**src/design/gas_pkg.sv**
```systemverilog
// Shared types, constants and codes for the graph adjacency store.
package gas_pkg;

  // Payload widths fixed by the channel formats
  localparam int unsigned VertW    = 6;
  localparam int unsigned WeightW  = 16;
  localparam int unsigned CfgIdxW  = 2;
  localparam int unsigned CfgDataW = 6;

  // Default vertex capacity of the store
  localparam int unsigned MaxVerticesDef = 32;

  // Configuration register reset values
  localparam logic [VertW-1:0] VcountReset = 6'd32;
  localparam logic             DirectedReset = 1'b0;

  // Configuration register indexes
  typedef enum logic [CfgIdxW-1:0] {
    CFG_VERTEX_COUNT   = 2'd0,
    CFG_GRAPH_DIRECTED = 2'd1
  } gas_cfg_idx_e;

  // Input transaction opcodes
  localparam logic ACT_INSERT = 1'b0;
  localparam logic ACT_QUERY  = 1'b1;

  // Sequencer states
  typedef enum logic [6:0] {
    ST_IDLE   = 7'b0000001,
    ST_INS_RD = 7'b0000010,
    ST_INS_WR = 7'b0000100,
    ST_Q_LOAD = 7'b0001000,
    ST_Q_SCAN = 7'b0010000,
    ST_Q_DRAIN = 7'b0100000,
    ST_Q_FIN  = 7'b1000000
  } gas_state_e;

  // Memory strobes from the sequencer
  typedef struct packed {
    logic prow_rd;
    logic prow_wr;
    logic wt_rd;
    logic wt_wr;
  } gas_mem_ctl_t;

  // Per-neighbor facts handed to the merge unit
  typedef struct packed {
    logic directed;
    logic out_en;
    logic out_bit;
    logic in_bit;
    logic n_ne_va;
    logic n_le_cnt;
    logic n_lt_va;
  } gas_merge_req_t;

  // Merge unit decision
  typedef struct packed {
    logic hit;
    logic use_in;
  } gas_merge_res_t;

endpackage

```
**src/design/gas_ctrl.sv**
```systemverilog
// Sequencer: insert read-modify-write, neighbor scan, result holding and output.
module gas_ctrl #(
  parameter int unsigned MAX_VERTICES = gas_pkg::MaxVerticesDef
) (
  input  logic                              clk_i,
  input  logic                              rst_ni,
  // input transactions
  input  logic                              in_valid_i,
  output logic                              in_ready_o,
  input  logic                              in_action_i,
  input  logic [gas_pkg::VertW-1:0]         in_va_i,
  input  logic [gas_pkg::VertW-1:0]         in_vb_i,
  input  logic [gas_pkg::WeightW-1:0]       in_weight_i,
  // result transactions
  output logic                              out_valid_o,
  input  logic                              out_ready_i,
  output logic [gas_pkg::VertW-1:0]         out_nb_o,
  output logic [gas_pkg::WeightW-1:0]       out_w_o,
  output logic                              out_found_o,
  output logic                              out_last_o,
  // configuration
  input  logic [gas_pkg::VertW:0]           vcount_i,
  input  logic                              directed_i,
  // edge memory
  output gas_pkg::gas_mem_ctl_t             mem_ctl_o,
  output logic [$clog2(MAX_VERTICES)-1:0]   prow_addr_o,
  output logic [MAX_VERTICES-1:0]           prow_wdata_o,
  input  logic [MAX_VERTICES-1:0]           prow_rdata_i,
  output logic [2*$clog2(MAX_VERTICES)-1:0] w_waddr_o,
  output logic [gas_pkg::WeightW-1:0]       w_wdata_o,
  output logic [2*$clog2(MAX_VERTICES)-1:0] w_raddr_a_o,
  output logic [2*$clog2(MAX_VERTICES)-1:0] w_raddr_b_o,
  input  logic [gas_pkg::WeightW-1:0]       w_rdata_a_i,
  input  logic [gas_pkg::WeightW-1:0]       w_rdata_b_i,
  // merge unit
  output gas_pkg::gas_merge_req_t           merge_req_o,
  input  gas_pkg::gas_merge_res_t           merge_res_i
);

  localparam int unsigned IdxW = $clog2(MAX_VERTICES);
  localparam logic [gas_pkg::VertW:0] VMax   = (gas_pkg::VertW+1)'(MAX_VERTICES);
  localparam logic [IdxW-1:0]         NLast  = IdxW'(MAX_VERTICES - 1);

  gas_pkg::gas_state_e state_q, state_d;

  // item registers
  logic [gas_pkg::VertW-1:0]   va_q, vb_q;
  logic [gas_pkg::WeightW-1:0] wt_q;

  // scan registers
  logic [IdxW-1:0]             n_q, n_d;
  logic [IdxW-1:0]             eval_n_q, eval_n_d;
  logic                        eval_v_q, eval_v_d;
  logic                        first_q, first_d;
  logic [MAX_VERTICES-1:0]     out_row_q, out_row_d;

  // held result and output register
  logic                        pend_v_q, pend_v_d;
  logic [gas_pkg::VertW-1:0]   pend_nb_q;
  logic [gas_pkg::WeightW-1:0] pend_w_q;
  logic                        pend_load;
  logic                        out_v_q, out_v_d;
  logic [gas_pkg::VertW-1:0]   out_nb_q;
  logic [gas_pkg::WeightW-1:0] out_w_q;
  logic                        out_found_q, out_last_q;
  logic                        move_load, fin_load;

  logic                        accept;
  logic                        va_ok, vb_ok;
  logic [gas_pkg::VertW-1:0]   va_m1, vb_m1;
  logic [IdxW-1:0]             va0, vb0;
  logic [gas_pkg::VertW:0]     va7, n7;
  logic                        out_busy, hit_act, stall;
  logic [gas_pkg::WeightW-1:0] sel_w;

  assign accept = in_valid_i & in_ready_o;

  // range checks on the incoming vertices
  assign va_ok = (in_va_i != '0) && ({1'b0, in_va_i} <= VMax);
  assign vb_ok = (in_vb_i != '0) && ({1'b0, in_vb_i} <= VMax);

  // zero-based row and column indexes
  assign va_m1 = va_q - gas_pkg::VertW'(1);
  assign vb_m1 = vb_q - gas_pkg::VertW'(1);
  assign va0   = va_m1[IdxW-1:0];
  assign vb0   = vb_m1[IdxW-1:0];
  assign va7   = {1'b0, va_q};
  assign n7    = (gas_pkg::VertW+1)'(eval_n_q) + (gas_pkg::VertW+1)'(1);

  // facts for the neighbor under evaluation
  assign merge_req_o.directed = directed_i;
  assign merge_req_o.out_en   = directed_i | (va7 <= vcount_i);
  assign merge_req_o.out_bit  = out_row_q[eval_n_q];
  assign merge_req_o.in_bit   = prow_rdata_i[va0];
  assign merge_req_o.n_ne_va  = (n7 != va7);
  assign merge_req_o.n_le_cnt = (n7 <= vcount_i);
  assign merge_req_o.n_lt_va  = (n7 < va7);

  assign sel_w    = merge_res_i.use_in ? w_rdata_b_i : w_rdata_a_i;
  assign out_busy = out_v_q & ~out_ready_i;
  assign hit_act  = eval_v_q & merge_res_i.hit;
  assign stall    = hit_act & pend_v_q & out_busy;

  // memory addressing
  assign prow_wdata_o = prow_rdata_i | (MAX_VERTICES'(1) << vb0);
  assign w_waddr_o    = {va0, vb0};
  assign w_wdata_o    = wt_q;
  assign w_raddr_a_o  = {va0, n_q};
  assign w_raddr_b_o  = {n_q, va0};

  // sequencer
  always_comb begin
    state_d    = state_q;
    n_d        = n_q;
    eval_n_d   = eval_n_q;
    eval_v_d   = eval_v_q;
    first_d    = first_q;
    out_row_d  = out_row_q;
    pend_v_d   = pend_v_q;
    pend_load  = 1'b0;
    move_load  = 1'b0;
    fin_load   = 1'b0;
    in_ready_o = 1'b0;
    mem_ctl_o  = '0;
    prow_addr_o = va0;

    // a found neighbor goes to the holding slot, pushing the older one out
    if (hit_act && !stall) begin
      pend_load = 1'b1;
      pend_v_d  = 1'b1;
      move_load = pend_v_q;
    end

    case (state_q)
      gas_pkg::ST_IDLE: begin
        in_ready_o = 1'b1;
        if (accept) begin
          if (in_action_i == gas_pkg::ACT_INSERT) begin
            if (va_ok && vb_ok) begin
              state_d = gas_pkg::ST_INS_RD;
            end
          end else begin
            state_d = va_ok ? gas_pkg::ST_Q_LOAD : gas_pkg::ST_Q_FIN;
          end
        end
      end
      gas_pkg::ST_INS_RD: begin
        mem_ctl_o.prow_rd = 1'b1;
        state_d = gas_pkg::ST_INS_WR;
      end
      gas_pkg::ST_INS_WR: begin
        // first weight stays when the edge is already present
        if (!prow_rdata_i[vb0]) begin
          mem_ctl_o.prow_wr = 1'b1;
          mem_ctl_o.wt_wr   = 1'b1;
        end
        state_d = gas_pkg::ST_IDLE;
      end
      gas_pkg::ST_Q_LOAD: begin
        mem_ctl_o.prow_rd = 1'b1;
        n_d      = '0;
        first_d  = 1'b1;
        eval_v_d = 1'b0;
        state_d  = gas_pkg::ST_Q_SCAN;
      end
      gas_pkg::ST_Q_SCAN: begin
        if (first_q) begin
          out_row_d = prow_rdata_i;
          first_d   = 1'b0;
        end
        if (!stall) begin
          mem_ctl_o.prow_rd = 1'b1;
          mem_ctl_o.wt_rd   = 1'b1;
          prow_addr_o = n_q;
          eval_v_d = 1'b1;
          eval_n_d = n_q;
          if (n_q == NLast) begin
            state_d = gas_pkg::ST_Q_DRAIN;
          end else begin
            n_d = n_q + IdxW'(1);
          end
        end
      end
      gas_pkg::ST_Q_DRAIN: begin
        if (!stall) begin
          eval_v_d = 1'b0;
          state_d  = gas_pkg::ST_Q_FIN;
        end
      end
      gas_pkg::ST_Q_FIN: begin
        if (!out_busy) begin
          fin_load = 1'b1;
          pend_v_d = 1'b0;
          state_d  = gas_pkg::ST_IDLE;
        end
      end
      default: begin
        state_d = gas_pkg::ST_IDLE;
      end
    endcase
  end

  assign out_v_d = (move_load | fin_load) ? 1'b1 : (out_ready_i ? 1'b0 : out_v_q);

  // control registers
  always_ff @(posedge clk_i or negedge rst_ni) begin
    if (!rst_ni) begin
      state_q  <= gas_pkg::ST_IDLE;
      n_q      <= '0;
      eval_n_q <= '0;
      eval_v_q <= 1'b0;
      first_q  <= 1'b0;
      pend_v_q <= 1'b0;
      out_v_q  <= 1'b0;
    end else begin
      state_q  <= state_d;
      n_q      <= n_d;
      eval_n_q <= eval_n_d;
      eval_v_q <= eval_v_d;
      first_q  <= first_d;
      pend_v_q <= pend_v_d;
      out_v_q  <= out_v_d;
    end
  end

  // payload registers
  always_ff @(posedge clk_i) begin
    if (accept) begin
      va_q <= in_va_i;
      vb_q <= in_vb_i;
      wt_q <= in_weight_i;
    end
    out_row_q <= out_row_d;
    if (pend_load) begin
      pend_nb_q <= n7[gas_pkg::VertW-1:0];
      pend_w_q  <= sel_w;
    end
    if (move_load) begin
      out_nb_q    <= pend_nb_q;
      out_w_q     <= pend_w_q;
      out_found_q <= 1'b1;
      out_last_q  <= 1'b0;
    end else if (fin_load) begin
      out_nb_q    <= pend_v_q ? pend_nb_q : '0;
      out_w_q     <= pend_v_q ? pend_w_q : '0;
      out_found_q <= pend_v_q;
      out_last_q  <= 1'b1;
    end
  end

  assign out_valid_o = out_v_q;
  assign out_nb_o    = out_nb_q;
  assign out_w_o     = out_w_q;
  assign out_found_o = out_found_q;
  assign out_last_o  = out_last_q;

endmodule

```
**config.mk**
```make
export PLATFORM = sky130hd
export DESIGN_NAME = gas_ctrl
export DESIGN_NICKNAME = d
export VERILOG_FILES = /design/src/design/gas_pkg.sv /design/src/design/gas_ctrl.sv
export SDC_FILE = /design/constraint.sdc
export NUM_CORES = 1
export LEC_CHECK = 0
export BUFFER_PORTS_ARGS = -buffer_cell sky130_fd_sc_hd__buf_2
export CORE_MARGIN = 5
export CORE_UTILIZATION = 45
export CTS_CLUSTER_DIAMETER = 60
export DETAILED_ROUTE_END_ITERATION = 8
export GPL_TIMING_DRIVEN = 0
export PLACE_DENSITY = 0.78
export SLEW_MARGIN = 20
export SYNTH_ARGS = -nofsm -noshare
export SYNTH_HDL_FRONTEND = slang
export SYNTH_SLANG_ARGS = --single-unit
```
**constraint.sdc**
```tcl
create_clock -name clk_i -period 3.7 [get_ports clk_i]
set_clock_uncertainty 0.05 [all_clocks]
set_input_delay 0 -clock clk_i [delete_from_list [all_inputs] [get_ports clk_i]]
set_output_delay 0 -clock clk_i [all_outputs]
set_load 0.005 [all_outputs]
```
==> results of run 1 <==
==> flip-flops by register name (all words and copies together) (netlist names), 6 cells and up <==
name,count
out_row_q,32
out_w_o,16
pend_w_q,16
w_wdata_o,16
state_q,7
out_nb_o,6
pend_nb_q,6
va_q,6
==> worst max-delay path, delay by kind of cell (launching register included) <==
kind | cells | cell delay, ns
flops | 1 | 0.41
simple gates | 1 | 0.17
buf+inv | 5 | 0.77
mux | 2 | 1.00
fa+ha+maj | 1 | 0.29
compound gates | 1 | 0.32
==> how the worst min path moves through the flow <==
| stage | from | end | slack [ns] | depth (start not counted) |
|---|---|---|---|---|
| after global placement | rst_ni | out_valid_o | -0.07 | 1 |
| after detailed placement | rst_ni | out_valid_o | -0.07 | 1 |
| after global routing | rst_ni | state_q[1] | 0.10 | 2 |
| after floorplan | rst_ni | eval_n_q[0] | -0.35 | 0 |
| final | rst_ni | out_valid_o | 0.05 | 2 |
| after CTS | rst_ni | state_q[1] | 0.06 | 2 |
==> power breakdown <==
group	switching [mW]	internal, mW
sequential	0.211	1.99
clock	0.607	1.20
combinational	1.26	1.19
==> area by class of cell <==
type	instances	area, um^2	area share
timing repair buffer	326	2160	0.225
multi-input combinational	290	2600	0.272
buffer	34	206	0.0215
clock inverter	14	218	0.0227
inverter	21	78.8	0.00823
tap	184	230	0.0240
sequential	126	3660	0.382
clock buffer	18	429	0.0448
==> synth_stat cells, types with 2 or more instances <==
master	n	share of area
a21oi_1	9	0.0069
o22ai_1	2	0.0019
inv_1	21	0.012
o21ai_0	18	0.014
nand2_1	35	0.020
dfxtp_1	2	0.0061
a31oi_1	3	0.0029
nand2b_1	8	0.0077
nor3b_1	3	0.0034
or4_1	2	0.0023
xnor2_1	6	0.0080
nor2b_1	6	0.0057
mux4_2	23	0.079
nor2_1	14	0.0080
nor4_1	2	0.0019
mux2_2	24	0.041
or3_1	2	0.0019
nor3_1	6	0.0046
and3_1	2	0.0019
clkbuf_1	13	0.0075
and4_1	3	0.0040
edfxtp_1	103	0.47
nand4b_1	2	0.0027
nand3_1	6	0.0046
o21a_1	2	0.0023
ha_1	27	0.052
o211ai_1	2	0.0023
and2_1	23	0.022
mux4_1	7	0.028
xor2_1	8	0.011
dfrtp_1	20	0.077
o21bai_1	32	0.037
buf_2	3	0.0023
buf_4	18	0.021
==> metrics by stage <==
step / cells / hold slack, ns / area [um^2] / setup WS (ns)
floorplan: 472 / -0.346 / 6540 / 0.778
global placement: 881 / -0.0732 / 7890 / 0.287
detailed placement: 884 / -0.0680 / 7960 / 0.288
CTS: 1013 / 0.0586 / 9580 / 0.0635
global route: 1013 / 0.103 / 9580 / 0.0421
finish: 1013 / 0.0529 / 9580 / 0.274
==> cells by family (layout without fill, tap and decap cells) <==
| group | after synthesis | count (layout) | synth area share |
|---|---|---|---|
| and+or+nand+nor | 120 | 120 | 0.100 |
| adders and majority gates | 27 | 27 | 0.0517 |
| muxes | 55 | 55 | 0.150 |
| xor gates and xnor gates | 14 | 14 | 0.0188 |
| DFF | 126 | 126 | 0.560 |
| AOI/OAI and AO/OA | 74 | 74 | 0.0750 |
| buffers and inverters | 56 | 413 | 0.0442 |
==> layer usage <==
layer  part of all wire  vias up  GRT usage  routed length (um)
li1                   -     2464          -                   -
met1               0.39     2499      0.278                7480
met2               0.50      303      0.390                9560
met3              0.089       35     0.0602                1710
met4              0.026        0     0.0980                 505
met5                  0        -          0                   0
==> what timing repair did <==
| action | 4_1_cts | 5_1_grt |
|---|---|---|
| hold buffers | 98 | 0 |
| setup endpoints to repair | 1 | 1 |
| hold endpoints to repair | 104 | 0 |
| resized for setup | 0 | 1 |
| setup buffers | 0 | 0 |
==> layout by cell type, fill, tap and decap left out, types with 13 or more instances in the layout <==
master / count
buf_4: 18
o21bai_1: 32
and2_1: 23
dlygate4sd3_1: 98
o21ai_0: 18
dfrtp_1: 20
clkbuf_16: 17
inv_1: 20
mux4_2: 23
mux2_2: 24
clkbuf_1: 13
buf_2: 228
nand2_1: 35
edfxtp_1: 103
ha_1: 26
==> flow_summary_export.csv, run 1 <==
group,metric,value,unit
setup_path,worstPathRequired,3.65,ns
cells_and_area,drive_gt1_frac,0.409,
global_route,grt_pass1_vias,5738,
status,outcome,"completed",
setup_path,critPathKind,"register to output port",
cts,clock_tree.buffer_depth,2,
timing,tns,0,ns
cts,clkTransAtPathRegs,0.06,ns
timing,max_freq,292,MHz
setup_path,cp-startpoint,"vb_q[0]",
placement,io_buffer_count,225,
detailed_routing,via_per_inst,5.23,
yosys,synth.distinct_cells,49,
timing,min_period,3.43,ns
global_route,antenna_found_initial,0,
detailed_routing,vias,5301,
floorplanning,rows,44,
yosys,async_flop_share,0.167,
timing,worstMarginPinSlew,0.787,ns
run,maxCapViolations,0,
timing,rsz0062_at_grt,"false",
placement,dp_hpwl,13600,um
yosys,yosysWarnings,0,
setup_path,worstSetupEndpointType,"output port",
min_path,hold_path_class,"input pin to asynchronous set/reset pin",
yosys,syn_nets,606,
yosys,synth_edf_count,103,
cts,cts_tree,"done",
placement,gp_congestion,0.915,
detailed_routing,post_drt_wl_per_cell,19.0,um
setup_path,cp_slowest_stage_delay,0.52,ns
yosys,seq_area_frac_synth,0.560,
setup_path,worstPathCellList,"buf_6 -> inv_1 -> ha_1 -> buf_2 -> mux4_2 -> mux4_2 -> and2_4 -> a211oi_2 -> buf_4 -> buf_2",
detailed_routing,drt_first_iter_violations,231,
cells_and_area,utilization,0.667,
global_route,grtUsageTotal,0.230,
cells_and_area,diodes,0,
cts,clock_latency,0.40,ns
power_and_ir_drop,powerDensity,673,nW/um^2
timing,hold_viol,0,
floorplanning,core_area,14400,um^2
floorplanning,io_pins,227,
detailed_routing,dr.pass1.iters,5,
power_and_ir_drop,peakVddDrop,363,uV
global_route,gr-total-overflow,0,
cells_and_area,syn_to_final_growth,46.6,%
detailed_routing,ant_nets,0,
power_and_ir_drop,finalPower,6.45,mW
yosys,syn_area,6540,um^2
yosys,synth-seq-cells,126,
setup_path,slowest_stage,"mux4_2",
setup_path,worst-path-max-fanout,10,
global_route,grt_max_degree,33,
cts,cts_htree_levels,4,
cells_and_area,nFillCells,985,
floorplanning,dieHeight,131,um
yosys,ys.flop_type,"edfxtp_1",
timing,setup_viol,0,
floorplanning,start_util,0.455,
global_route,grt_pass1_wl,29700,um
cts,clock_sinks,126,
detailed_routing,finalWirelength,19200,um
timing,maxSlewViolCount,0,
floorplanning,die-area,17000,um^2
detailed_routing,drcViolationCount,0,
setup_path,endpoint,"mem_ctl_o[2]",
power_and_ir_drop,power_leakage,4.04,nW
cells_and_area,final_nets,950,
cts,cts_made_buffers,17,
setup_path,cp-start-kind,"register",
setup_path,r2r_end,"state_q[1]",
timing,slew_headroom,0.472,
timing,fin_crit_sh,0.926,
cts,cts_root_buf,"clkbuf_16",
setup_path,ff2ff_setup_slack,1.07,ns
setup_path,r2r-start,"state_q[4]",
floorplanning,die_w,131,um
yosys,syn_avg_cell_area,13.8,um^2
setup_path,arrival,3.38,ns
setup_path,r2r_cells,7,
yosys,syn_inst,472,
(Power assumes the default switching activity.)
==> inputs of run 2 (changes only) <==
Settings changed: RECOVER_POWER set to 50, SETUP_SLACK_MARGIN set to 0.4.
==> run 2 against run 1 <==
Net effect: global-route usage is 0.096 points higher; first-iteration DRC count is 10% higher; sequential share of layout area is 0.10 points higher; combinational power hardly changed; core utilization is 0.17 points lower; sequential power hardly changed; die area stayed put; flip-flop and latch count stayed put; setup slack better by 0.11 ns; largest cell class unchanged; highest routed layer unchanged.
==> flow_summary_export.csv, run 2 (synthesized netlist as in run 1, its figures left out) <==
group,metric,value,unit
detailed_routing,drt_first_iter_violations,254,
detailed_routing,post_drt_wl_per_cell,19.0,um
cts,cts_htree_levels,4,
floorplanning,rows,44,
power_and_ir_drop,power_leakage,3.86,nW
timing,rsz0062_at_grt,"false",
cells_and_area,regMostFlops,"out_row_q",
timing,worstMarginPinSlew,1.12,ns
setup_path,worstPathRequired,3.65,ns
setup_path,r2r-start,"state_q[4]",
power_and_ir_drop,powerDensity,677,nW/um^2
run,maxCapViolations,0,
detailed_routing,finalWirelength,19400,um
status,outcome,"completed",
timing,tns,0,ns
timing,max_freq,302,MHz
floorplanning,die-area,17000,um^2
global_route,gr-total-overflow,0,
global_route,grt_pass1_vias,5763,
timing,fin_crit_sh,0.895,
cts,clock_sinks,126,
global_route,grt_pass1_wl,29900,um
floorplanning,dieHeight,131,um
cts,clkTransAtPathRegs,0.06,ns
min_path,hold_start,"in_vb_i[5]",
timing,slew_headroom,0.254,
min_path,hold_path_class,"input pin to register",
detailed_routing,drcViolationCount,0,
timing,maxSlewViolCount,0,
placement,dpl_cell_area,7960,um^2
timing,setup_viol,0,
cells_and_area,final_cell_mix,"buf_2 (151), edfxtp_1 (103), dlygate4sd3_1 (98)",
placement,io_buffer_count,225,
setup_path,worst-path-max-fanout,9,
cells_and_area,seq_area,3660,um^2
cts,cts_tree,"done",
cells_and_area,syn_to_final_growth,46.2,%
cts,clock_tree.buffer_depth,2,
cells_and_area,layout_commonest_cell,"buf_2",
detailed_routing,dr.pass1.iters,5,
floorplanning,core_area,14400,um^2
power_and_ir_drop,peakVddDrop,369,uV
floorplanning,die_w,131,um
cells_and_area,multiInputGateArea,2620,um^2
cells_and_area,diodes,0,
timing,hold_viol,0,
detailed_routing,via_per_inst,5.24,
detailed_routing,vias,5347,
global_route,grtUsageTotal,0.231,
cells_and_area,nFillCells,1018,
setup_path,arrival,3.26,ns
floorplanning,start_util,0.455,
global_route,grt_max_degree,33,
cells_and_area,final_nets,957,
placement,gp_congestion,0.915,
cells_and_area,drive_gt1_frac,0.323,
setup_path,worstSetupEndpointType,"output port",
setup_path,cp-start-kind,"register",
cts,cts_root_buf,"clkbuf_16",
global_route,antenna_found_initial,0,
detailed_routing,ant_nets,0,
cts,clock_latency,0.41,ns
cells_and_area,largest_register_ff_count,32,
timing,min_period,3.31,ns
cts,cts_made_buffers,17,
setup_path,cp-startpoint,"vb_q[0]",
placement,dp_hpwl,13600,um
setup_path,critPathKind,"register to output port",
cells_and_area,final_area,9560,um^2
floorplanning,io_pins,227,
[run 2: cell count changes in the layout (fill, tap and decap cells not counted), sizes merged]
cell	previous run	this run
clkbuf	30	114
buf	250	173
[run 2: final timing paths]
check	endpoint	depth (start not counted)	slack [ns]
max in group asynchronous	eval_n_q[1]	2	2.63
max	mem_ctl_o[2]	10	0.39
min	state_q[0]	5	0.18
max reg2reg	state_q[1]	7	1.08
min reg2reg	out_last_o	1	0.45
min in group asynchronous	state_q[1]	2	0.30
[run 2: cell type report]
type	count	area share
Sequential cell	126	0.383
Clock buffer	18	0.0449
Tap cell	184	0.0241
Timing Repair Buffer	332	0.221
Multi-Input combinational cell	290	0.274
Inverter	21	0.00825
Buffer	35	0.0224
Clock inverter	14	0.0228
[run 2: power by group]
part | leakage [nW] | total [mW] | internal [mW] | switching, mW
Clock | 0.306 | 1.80 | 1.20 | 0.608
Combinational | 2.32 | 2.47 | 1.18 | 1.29
Sequential | 1.23 | 2.20 | 1.99 | 0.212
Total | 3.86 | 6.47 | 4.36 | 2.11
[run 2: critical path, cell delays in order, from the launching register on]
cell,delay (ns)
edfxtp_1,0.34
clkbuf_1,0.21
inv_1,0.15
ha_1,0.30
buf_4,0.17
mux4_2,0.52
mux4_2,0.49
and2_4,0.18
a211oi_4,0.23
buf_4,0.16
buf_2,0.10
[run 2: stage by stage]
step	power (mW)	setup WS, ns	cells	hold slack [ns]	util
final	6.47	0.388	1020	0.177	0.665
after global routing	6.84	0.250	1020	0.244	0.665
after CTS	6.50	0.389	1015	0.0586	0.669
after detailed placement	4.57	0.288	884	-0.0680	0.554
after global placement	4.45	0.287	881	-0.0732	0.549
after floorplan	3.61	0.778	472	-0.346	-
[run 2: what timing repair did]
item / CTS / global route
buffers inserted: 1 / 5
hold endpoints to repair: 104 / 0
hold buffers: 98 / 0
setup endpoints to repair: 3 / 2
pin swaps: 0 / 1
resized for setup: 5 / 3
[run 2: layer usage]
layer | wire length, um | global-route usage
met1 | 7500 | 0.278
met2 | 9630 | 0.390
met3 | 1790 | 0.0622
met4 | 463 | 0.100
met5 | 0 | 0
==> inputs of run 3 (changes only) <==
Settings changed: ABC_CLOCK_PERIOD_IN_PS set to 3700, MAX_ROUTING_LAYER set to met4.
==> run 3 against run 2 <==
Net effect: die area unchanged; non-clock buffer count increased by 1; hold slack got worse by 0.013 ns; via count up 0.65%; global-route usage rose by 0.78 points; core utilization fell by 0.44 points; clock power fell by 11%; combinational power barely moved; largest power group unchanged.
==> flow_summary_export.csv, run 3 (synthesized netlist as in run 1, its figures left out) <==
group,metric,value,unit
timing,hold_viol,0,
timing,maxSlewViolCount,0,
cells_and_area,syn_to_final_growth,45.3,%
global_route,use_met2,0.397,
timing,setup_viol,0,
detailed_routing,ant_nets,0,
setup_path,crit_family,"multiplexers",
cells_and_area,layout_commonest_cell,"buf_2",
detailed_routing,dr.pass1.iters,5,
cts,cts_root_buf,"clkbuf_16",
placement,dpl_cell_area,7950,um^2
timing,tns,0,ns
placement,placedCellCount,884,
global_route,gr-total-overflow,0,
global_route,grt_pass1_wl,29800,um
cells_and_area,layoutNonFillerInstCount,1021,
global_route,grt_max_degree,33,
cts,clkTransAtPathRegs,0.06,ns
global_route,grtUsageTotal,0.238,
floorplanning,die-area,17000,um^2
setup_path,cp_slowest_stage_delay,0.51,ns
timing,max_freq,308,MHz
placement,dp_hpwl,13900,um
placement,gp_congestion,0.910,
global_route,gr-max-usage-layer,"met2",
floorplanning,dieHeight,131,um
global_route,antenna_found_initial,0,
cells_and_area,diodes,0,
power_and_ir_drop,powerDensity,662,nW/um^2
timing,worstMarginPinSlew,1.13,ns
floorplanning,core_area,14400,um^2
timing,fin_ws,0.448,ns
detailed_routing,drcViolationCount,0,
setup_path,worstSetupEndpointType,"output port",
global_route,grt_pass1_vias,5675,
global_route,use_met1,0.278,
floorplanning,io_pins,227,
cts,cts_tree,"done",
setup_path,critPathKind,"register to output port",
status,outcome,"completed",
cells_and_area,final_nets,958,
setup_path,worst-path-max-fanout,9,
detailed_routing,finalWirelength,19500,um
detailed_routing,post_drt_wl_per_cell,19.1,um
setup_path,worstPathCellList,"buf_6 -> inv_1 -> ha_1 -> buf_6 -> mux4_2 -> mux4_2 -> and2_4 -> a211oi_4 -> buf_4 -> buf_2",
run,maxCapViolations,0,
timing,slew_headroom,0.246,
setup_path,worstPathRequired,3.65,ns
cells_and_area,final_cell_mix,"buf_2 (149), edfxtp_1 (103), dlygate4sd3_1 (98)",
cells_and_area,nFillCells,1040,
placement,place_worst_setup_slack,0.286,ns
cts,clock_tree.buffer_depth,2,
cells_and_area,regMostFlops,"out_row_q",
cts,clock_sinks,126,
global_route,met3_usage,0.0610,
cells_and_area,drive_gt1_frac,0.321,
setup_path,slowest_stage,"mux4_2",
setup_path,crit_buf_inv,5,
floorplanning,die_w,131,um
detailed_routing,drt_first_iter_violations,264,
floorplanning,start_util,0.455,
setup_path,arrival,3.20,ns
cells_and_area,largest_register_ff_count,32,
timing,fin_crit_sh,0.879,
power_and_ir_drop,peakVddDrop,358,uV
timing,min_period,3.25,ns
cells_and_area,final_area,9500,um^2
cts,cts_made_buffers,17,
cts,clock_latency,0.42,ns
detailed_routing,vias,5382,
cts,cts_htree_levels,4,
placement,io_buffer_count,225,
setup_path,cp-start-kind,"register",
timing,rsz0062_at_grt,"false",
floorplanning,rows,44,
power_and_ir_drop,finalPower,6.29,mW
detailed_routing,via_per_inst,5.27,
min_path,hold_path_class,"input pin to register",
power_and_ir_drop,power_leakage,3.81,nW
==> run 3: final cells by class <==
type,count,area (um^2),area share
multi-input cells,290,2620,0.276
inverters,21,78.8,0.00830
repair buffers,333,2110,0.222
clock buffers,17,425,0.0448
clock inverters,15,148,0.0155
well taps,184,230,0.0242
plain buffers,35,225,0.0237
flip-flops and latches,126,3660,0.385
==> run 3: through the flow <==
step,hold WS [ns],util
floorplan,-0.346,-
global placement,-0.0708,0.549
detailed placement,-0.0649,0.553
CTS,0.0472,0.664
global route,0.238,0.661
finish,0.164,0.661
==> run 3: repair_timing <==
item | CTS | global route
setup buffers | 1 | 6
endpoints found under the setup margin | 3 | 2
hold endpoints to repair | 104 | 0
gates cloned | 0 | 0
hold buffers | 98 | 0
gates resized for setup | 6 | 3
pin swaps | 1 | 1
==> run 3: final timing paths <==
path	start	end	slack (ns)	depth (start not counted)
hold reg to reg	out_last_o	out_last_o	0.45	1
max in group asynchronous	rst_ni	n_q[1]	2.63	2
hold / removal	in_vb_i[5]	state_q[0]	0.16	5
min in group asynchronous	rst_ni	state_q[1]	0.29	2
setup / recovery	vb_q[0]	mem_ctl_o[2]	0.45	10
setup reg to reg	state_q[4]	state_q[1]	1.12	7
==> run 3: power breakdown <==
| group | internal, mW | total [mW] | leakage (nW) | switching [mW] |
|---|---|---|---|---|
| clock | 0.983 | 1.61 | 0.258 | 0.625 |
| sequential | 1.99 | 2.20 | 1.23 | 0.217 |
| combinational | 1.19 | 2.48 | 2.32 | 1.29 |
| total | 4.16 | 6.29 | 3.81 | 2.13 |
==> run 3: worst register-to-register path, delay by kind of cell, from the launching register on <==
kind                   cells  cell delay, ns
flip-flops                 1            0.36
AND/OR/NAND/NOR            5            1.36
buffers and inverters      2            0.76
==> run 3: per-layer routing <==
layer  wire length, um  vias up
li1                  -     2481
met1              7480     2569
met2              9810      285
met3              1730       47
met4               535        0
met5                 0        -
